===== src/design/poincare_disk_distance_macros.svh =====
// Assertion macros for the Poincare disk distance block.
// Included by the top level; expects clk and rst_n in the including scope.
`ifndef POINCARE_DISK_DISTANCE_MACROS_SVH
`define POINCARE_DISK_DISTANCE_MACROS_SVH
`ifndef SYNTHESIS
// same-cycle implication
`define PDD_ASSERT_NOW(label, ante, cons) \
  label: assert property (@(posedge clk) disable iff (!rst_n) (ante) |-> (cons)) \
    else $error("poincare_disk_distance: same-cycle check failed");
// next-cycle implication
`define PDD_ASSERT_NEXT(label, ante, cons) \
  label: assert property (@(posedge clk) disable iff (!rst_n) (ante) |=> (cons)) \
    else $error("poincare_disk_distance: next-cycle check failed");
`else
`define PDD_ASSERT_NOW(label, ante, cons)
`define PDD_ASSERT_NEXT(label, ante, cons)
`endif
`endif


===== src/design/pdd_pkg.sv =====
// Shared constants and types of the Poincare disk distance block.
// No dependencies; used by every other file of the block but the macros header.
`timescale 1ns / 1ps
`default_nettype none

package pdd_pkg;

  // field widths
  localparam int unsigned COORD_W  = 32;
  localparam int unsigned RADIUS_W = 31;
  localparam int unsigned DIST_W   = 32;
  localparam int unsigned STATUS_W = 2;

  // radius after reset: 1.0 in Q16.16
  localparam logic [RADIUS_W-1:0] RADIUS_RESET = 31'd65536;

  // unit disk coordinates are Q2.30
  localparam int unsigned UNIT_FRAC = 30;

  // log2 fraction bits, ln2 constant and distance fraction bits
  localparam int unsigned LOG_FRAC  = 28;
  localparam int unsigned LN2_FRAC  = 30;
  localparam logic [LN2_FRAC-1:0] LN2_Q30 = 30'd744261118;
  localparam int unsigned DIST_FRAC = 24;

  // request queue between front and back
  localparam int unsigned QUEUE_DEPTH = 4;

  typedef enum logic [STATUS_W-1:0] {
    ST_OK      = 2'd0,
    ST_OUTSIDE = 2'd1,
    ST_DENOM   = 2'd2
  } status_t;

  // classified request from the front
  typedef struct packed {
    logic signed [COORD_W-1:0] first_x;
    logic signed [COORD_W-1:0] first_y;
    logic signed [COORD_W-1:0] second_x;
    logic signed [COORD_W-1:0] second_y;
    logic                      outside;
  } pdd_item_t;

  // Mobius norm handed to the log stage
  typedef struct packed {
    logic                 valid;
    logic [UNIT_FRAC-1:0] root;
    status_t              status;
  } pdd_root_t;

endpackage

`default_nettype wire


===== src/design/pdd_fifo.sv =====
// Request queue between the front end and the arithmetic back end.
// Depends on pdd_pkg for the request type.
`timescale 1ns / 1ps
`default_nettype none

module pdd_fifo #(
  parameter int unsigned DEPTH = pdd_pkg::QUEUE_DEPTH
) (
  input  logic               clk,
  input  logic               rst_n,
  input  logic               push_valid,
  input  pdd_pkg::pdd_item_t push_item,
  output logic               push_ready,
  input  logic               pop,
  output logic               head_valid,
  output pdd_pkg::pdd_item_t head_item
);

  localparam int unsigned AW = (DEPTH > 1) ? $clog2(DEPTH) : 1;
  localparam int unsigned NW = $clog2(DEPTH + 1);

  pdd_pkg::pdd_item_t entry_r [DEPTH];
  logic [AW-1:0]      wr_ptr_r;
  logic [AW-1:0]      rd_ptr_r;
  logic [NW-1:0]      count_r;
  logic               do_push;
  logic               do_pop;

  assign push_ready = (count_r != NW'(DEPTH));
  assign head_valid = (count_r != '0);
  assign head_item  = entry_r[rd_ptr_r];
  assign do_push    = push_valid && push_ready;
  assign do_pop     = pop && head_valid;

  // pointers and fill count
  always_ff @(posedge clk) begin
    if (!rst_n) begin
      wr_ptr_r <= '0;
      rd_ptr_r <= '0;
      count_r  <= '0;
    end else begin
      if (do_push) begin
        wr_ptr_r <= (wr_ptr_r == AW'(DEPTH - 1)) ? '0 : wr_ptr_r + 1'b1;
      end
      if (do_pop) begin
        rd_ptr_r <= (rd_ptr_r == AW'(DEPTH - 1)) ? '0 : rd_ptr_r + 1'b1;
      end
      if (do_push && !do_pop) begin
        count_r <= count_r + 1'b1;
      end else if (do_pop && !do_push) begin
        count_r <= count_r - 1'b1;
      end
    end
  end

  // storage
  always_ff @(posedge clk) begin
    if (do_push) begin
      entry_r[wr_ptr_r] <= push_item;
    end
  end

endmodule

`default_nettype wire


===== config.mk =====
export PLATFORM = sky130hd
export DESIGN_NAME = pdd_fifo
export DESIGN_NICKNAME = d
export VERILOG_FILES = /design/src/design/poincare_disk_distance_macros.svh /design/src/design/pdd_pkg.sv /design/src/design/pdd_fifo.sv
export SDC_FILE = /design/constraint.sdc
export NUM_CORES = 1
export LEC_CHECK = 0
export ABC_CLOCK_PERIOD_IN_PS = 2700
export BUFFER_PORTS_ARGS = -buffer_cell sky130_fd_sc_hd__buf_2
export CELL_PAD_IN_SITES_DETAIL_PLACEMENT = 0
export CELL_PAD_IN_SITES_GLOBAL_PLACEMENT = 1
export CORE_ASPECT_RATIO = 1.2
export CORE_MARGIN = 2
export CORE_UTILIZATION = 45
export DETAILED_ROUTE_END_ITERATION = 16
export PLACE_DENSITY = 0.83
export SETUP_SLACK_MARGIN = 0.3
export SLEW_MARGIN = 20
export SYNTH_ARGS = -nofsm -noshare
export SYNTH_HDL_FRONTEND = slang
export SYNTH_SLANG_ARGS = --single-unit

===== constraint.sdc =====
create_clock -name clk -period 2.7 [get_ports clk]
set_clock_uncertainty 0.1 [all_clocks]
set_input_delay 0.405 -clock clk [delete_from_list [all_inputs] [get_ports clk]]
set_output_delay 0.405 -clock clk [all_outputs]
set_load 0.005 [all_outputs]

# Word level (Yosys, flattened, before mapping)
# Memories as Yosys holds them, arrays and structs flattened. A register that Yosys moved wholly into a read port is not among the register bits.
# Cells that the tools add are included.
[word_totals]
register_bits = 7
ramBits = 516
input_bits = 133
out_inout_bits = 131
elab_cells = 27
mem_count = 1
[classes]
n_addsub = 4
n_eq_ne = 3
n_mux = 8
n_reduce_logical = 8
[memory_table]
columns = ["memory", "depth", "width", "read_ports", "rd_ports_with_merged_regs", "write_ports", "line_no", "rtl"]
rows = [
  ["entry_r", 4, 129, 1, 1, 1, "pdd_fifo.sv:22", "pdd_pkg::pdd_item_t entry_r [DEPTH];"],
]
[op_table]
columns = ["operator", "n"]
rows = [
  ["$mux 2", 4],
  ["$mux 3", 2],
  ["$add 2x1->2 const B", 2],
  ["$eq 2x2->1 const B", 2],
  ["$logic_and 1x1->1", 4],
  ["$add 3x1->3 const B", 1],
  ["$ne 3x3->1 const B", 1],
  ["$reduce_bool 3->1", 1],
  ["$sub 3x1->3 const B", 1],
  ["$logic_not 1->1", 2],
  ["$mux 1", 2],
  ["$reduce_bool 2->1", 1],
]

# Longest topological paths before layout
[depth]
depth_word = 6
mapped_depth = 9

# Worst setup path after synthesis
# OpenSTA, ideal clock, no wires.
[synth_timing]
path_kind = "reg-to-reg"
start = "register count_r[0]"
end = "memory entry_r[0][0] in the netlist's numbering, enable pin"
arrival_time_ps = 2274
required_time_ps = 2169
setup_slack_ps = -105
stages_incl_launch_ff = 4
path_buffers = 1
period_less_slack_ps = 2805
path_cell_list = "dfxtp_1 or3b_1 buf_6 and3_2"
[synth_between]
elab_chain_cells = 4
[synth_lines]
columns = ["element", "line_no", "rtl"]
rows = [
  ["from (decl)", "pdd_fifo.sv:25", "logic [NW-1:0] count_r;"],
  ["from (signal assigned)", "pdd_fifo.sv:49", "count_r <= count_r + 1'b1;"],
  ["from (signal assigned)", "pdd_fifo.sv:51", "count_r <= count_r - 1'b1;"],
  ["$ne 3x3->1", "pdd_fifo.sv:29", "assign push_ready = (count_r != NW'(DEPTH));"],
  ["net push_ready", "pdd_fifo.sv:13", "output logic push_ready,"],
  ["$logic_and 1x1->1", "pdd_fifo.sv:32", "assign do_push = push_valid && push_ready;"],
  ["$mux 1", "pdd_fifo.sv:58", "if (do_push) begin"],
  ["$mux 1 (implied by the code)", "pdd_fifo.sv:59", "entry_r[wr_ptr_r] <= push_item;"],
  ["to (decl)", "pdd_fifo.sv:22", ""],
]
# The timed path passes the listed nets, and every way through them passes these cells.

==> impl_metrics.yaml <==
worst_setup_path:
  slowest_stage: "mux4_2"
  r2r_start: "count_r[2]$_SDFFE_PN0P_"
  reg2reg_slack_ns: 0.41
  cp.arrival_ns: 2.01
  cpLargestDelayFamily: "buffers and inverters"
  cp-end-kind: "primary output"
  cp-start-kind: "register"
  crit_required_ns: 2.19
  cpPeakStageDelay_ns: 0.53
  crit_chain: "buf_4 > buf_12 > buf_16 > mux4_2 > buf_2"
  reg2reg_depth: 8
  crit_type: "register to primary output"
  crit_path_end: "head_item[97]"
  cp.depth: 5
  crit_fanout: 8
  crit_buf_inv: 4
  r2r-end: "count_r[2]$_SDFFE_PN0P_"
routing:
  vias: 9221
  antenna_left: 0
  drc: 0
  firstDrtPassIters: 6
  wl_per_cell_um: 22.2
  drt_iter0_drc: 452
  vias_per_cell: 5.19
  route.final.wire_length_mm: 39.4
global_routing:
  grt_pass1_wl_mm: 58.8
  grt_pass1_vias: 9999
  grt_max_degree: 77
  grt_use_total_pct: 18.0
  overflow: 0
  antenna_found_initial: 3
sta:
  rsz0062_at_grt: "true"
  slew_violations: 0
  holdWs_ns: 0.0759
  tns_ns: 0
  finalCritPeriodShare_pct: 93.2
  period_needed_ns: 2.52
  hold_viol_final: 0
  clock.fmax_mhz: 397
  worst_slew_pin_slew_ns: 0.583
  slew-limit-headroom_pct: 61.1
  finalSetupViolCount: 0
yosys:
  synth.avg_cell_area_um2: 26.4
  synth_nets: 864
  synth_seq_area_share_pct: 82.1
  ys.warnings.count: 0
  ys_types: 27
  synth_cells: 724
  ys_seq_elements: 525
  synth_area_um2: 19100
clock_tree:
  clock-sinks: 525
  path_clk_slew_ns: 0.06
  ctsHtreeMaxLevel: 2
  cts_tree: "yes"
  cts_buffers: 51
  clk_path_buf_depth: 3
  insertion_delay_ns: 0.57
  root_buffer: "clkbuf_16"
placement:
  gp_congestion: 0.754
  dp_hpwl_mm: 22.7
  port-buffer-count: 263
floorplan:
  start_util_pct: 45.6
  die_w_um: 192
  die-area_um2: 44100
  die_h_um: 230
  num_io_pins: 264
  coreArea_um2: 41900
  rows: 82
job:
  max-cap-violations: 0
outcome:
  outcome: "complete, no violations"
min_path:
  hp-class: "primary input to register"
final_layout:
  fin_nets: 1329
  drive_gt1_share_pct: 42.7
  area_growth_pct: 29.8
  fin_util_pct: 59.3
pwr:
  powerDensity_nw_per_um2: 884
  ir_worst_vdd_uv: 602
  p_leak_nw: 8.40
  power_mw: 21.9
cells by family after synthesis:
group	after synthesis	share of synthesized area (%)
DFF	525	82.1
xor gates and xnor gates	2	0.0917
muxes	131	15.3
and+or+nand+nor	20	0.616
AOI/OAI and AO/OA	6	0.183
adders and majority gates	7	0.498
buffers and inverters	33	1.24
how the worst min path moves through the flow:
stage	from	to	slack, ns	cells past startpoint
floorplan	wr_ptr_r[1]$_SDFFE_PN0P_	wr_ptr_r[1]$_SDFFE_PN0P_	0.37	2
global placement	rd_ptr_r[1]$_SDFFE_PN0P_	register	0.39	2
detailed placement	wr_ptr_r[1]$_SDFFE_PN0P_	wr_ptr_r[1]$_SDFFE_PN0P_	0.40	2
CTS	rst_n	wr_ptr_r[0]$_SDFFE_PN0P_	0.03	3
global route	rst_n	wr_ptr_r[0]$_SDFFE_PN0P_	0.05	3
finish	rst_n	wr_ptr_r[0]$_SDFFE_PN0P_	0.08	3
where the power goes:
group	internal (mW)	total [mW]	switching, mW
registers	9.88	10.1	0.220
logic	2.72	5.03	2.31
clock network	3.96	6.79	2.83
Yosys cell counts (all sizes together):
cell | number | share of area [%]
a21boi | 1 | 0.039
and2 | 2 | 0.079
and3 | 4 | 0.16
buf | 27 | 1.1
clkbuf | 3 | 0.059
dfxtp | 9 | 0.94
edfxtp | 516 | 81
fa | 1 | 0.10
ha | 6 | 0.39
inv | 3 | 0.059
mux2i | 2 | 0.10
mux4 | 129 | 15
nand2 | 5 | 0.098
nand3 | 2 | 0.052
nand4 | 1 | 0.033
nor2 | 2 | 0.039
nor2b | 1 | 0.033
o21ai | 4 | 0.10
o31ai | 1 | 0.039
or3 | 2 | 0.079
or3b | 1 | 0.046
xnor2 | 1 | 0.046
xor2 | 1 | 0.046
cell usage in the layout (no fill, tap or decap), types with 2 or more instances in the layout:
master,count
and3_4,4
clkbuf_1,10
nand3_1,2
nor2_1,2
dfxtp_2,3
dfxtp_4,2
dlygate4sd3_1,130
diode_2,3
mux4_2,129
buf_2,255
clkbuf_16,55
inv_6,3
nand2_1,5
mux2i_1,2
clkinvlp_4,4
o21ai_0,3
buf_12,26
bufinv_16,4
ha_1,6
or3_2,2
clkinv_2,5
buf_16,9
buf_4,8
inv_1,3
buf_6,12
clkinv_1,12
edfxtp_1,516
dfxtp_1,4
area by class of cell:
type / count / area, µm²
Fill cell: 2952 / 17100
Sequential cell: 525 / 15700
Timing Repair Buffer: 442 / 3590
Multi-Input combinational cell: 166 / 3210
Clock buffer: 63 / 1360
Tap cell: 546 / 683
Clock inverter: 28 / 246
Inverter: 3 / 11.3
Antenna cell: 3 / 7.51
worst reg2reg max path, stage by stage, from the launching register on:
cell and delay [ns]:
dfxtp_2 0.34, or3b_4 0.27, and2_4 0.17, ha_1 0.19, inv_1 0.07, fa_1 0.38
xor2_1 0.16, or3_2 0.41, a21boi_1 0.14
per-layer routing:
layer,part of all wire (%),vias to the layer above,GRT usage [%]
li1,-,4077,-
met1,38,4816,21.6
met2,54,248,31.5
met3,5.2,78,4.21
met4,3.1,2,6.51
met5,0.018,-,0
registers in the layout (all words and copies together) (netlist names), named ones only:
register	cells
wr_ptr_r	2
entry_r	516
count_r	3
rd_ptr_r	2
stage by stage:
| step | setup WS, ns | instances | instance area (µm²) |
|---|---|---|---|
| floorplan | -0.105 | 724 | 19100 |
| finish | 0.182 | 1776 | 24800 |
| detailed placement | 0.285 | 1532 | 21400 |
| global route | 0.0747 | 1774 | 24800 |
| CTS | 0.117 | 1767 | 24600 |
| global placement | 0.376 | 1532 | 21400 |
what timing repair did:
item,4_1_cts,5_1_grt
hold endpoints to repair,517,0
endpoints found under the setup margin,130,130
pin swaps,0,0
resized for setup,23,14
gates cloned,4,4
hold buffers,130,0
buffers inserted,10,2
Power figures use the tool's default switching activity.
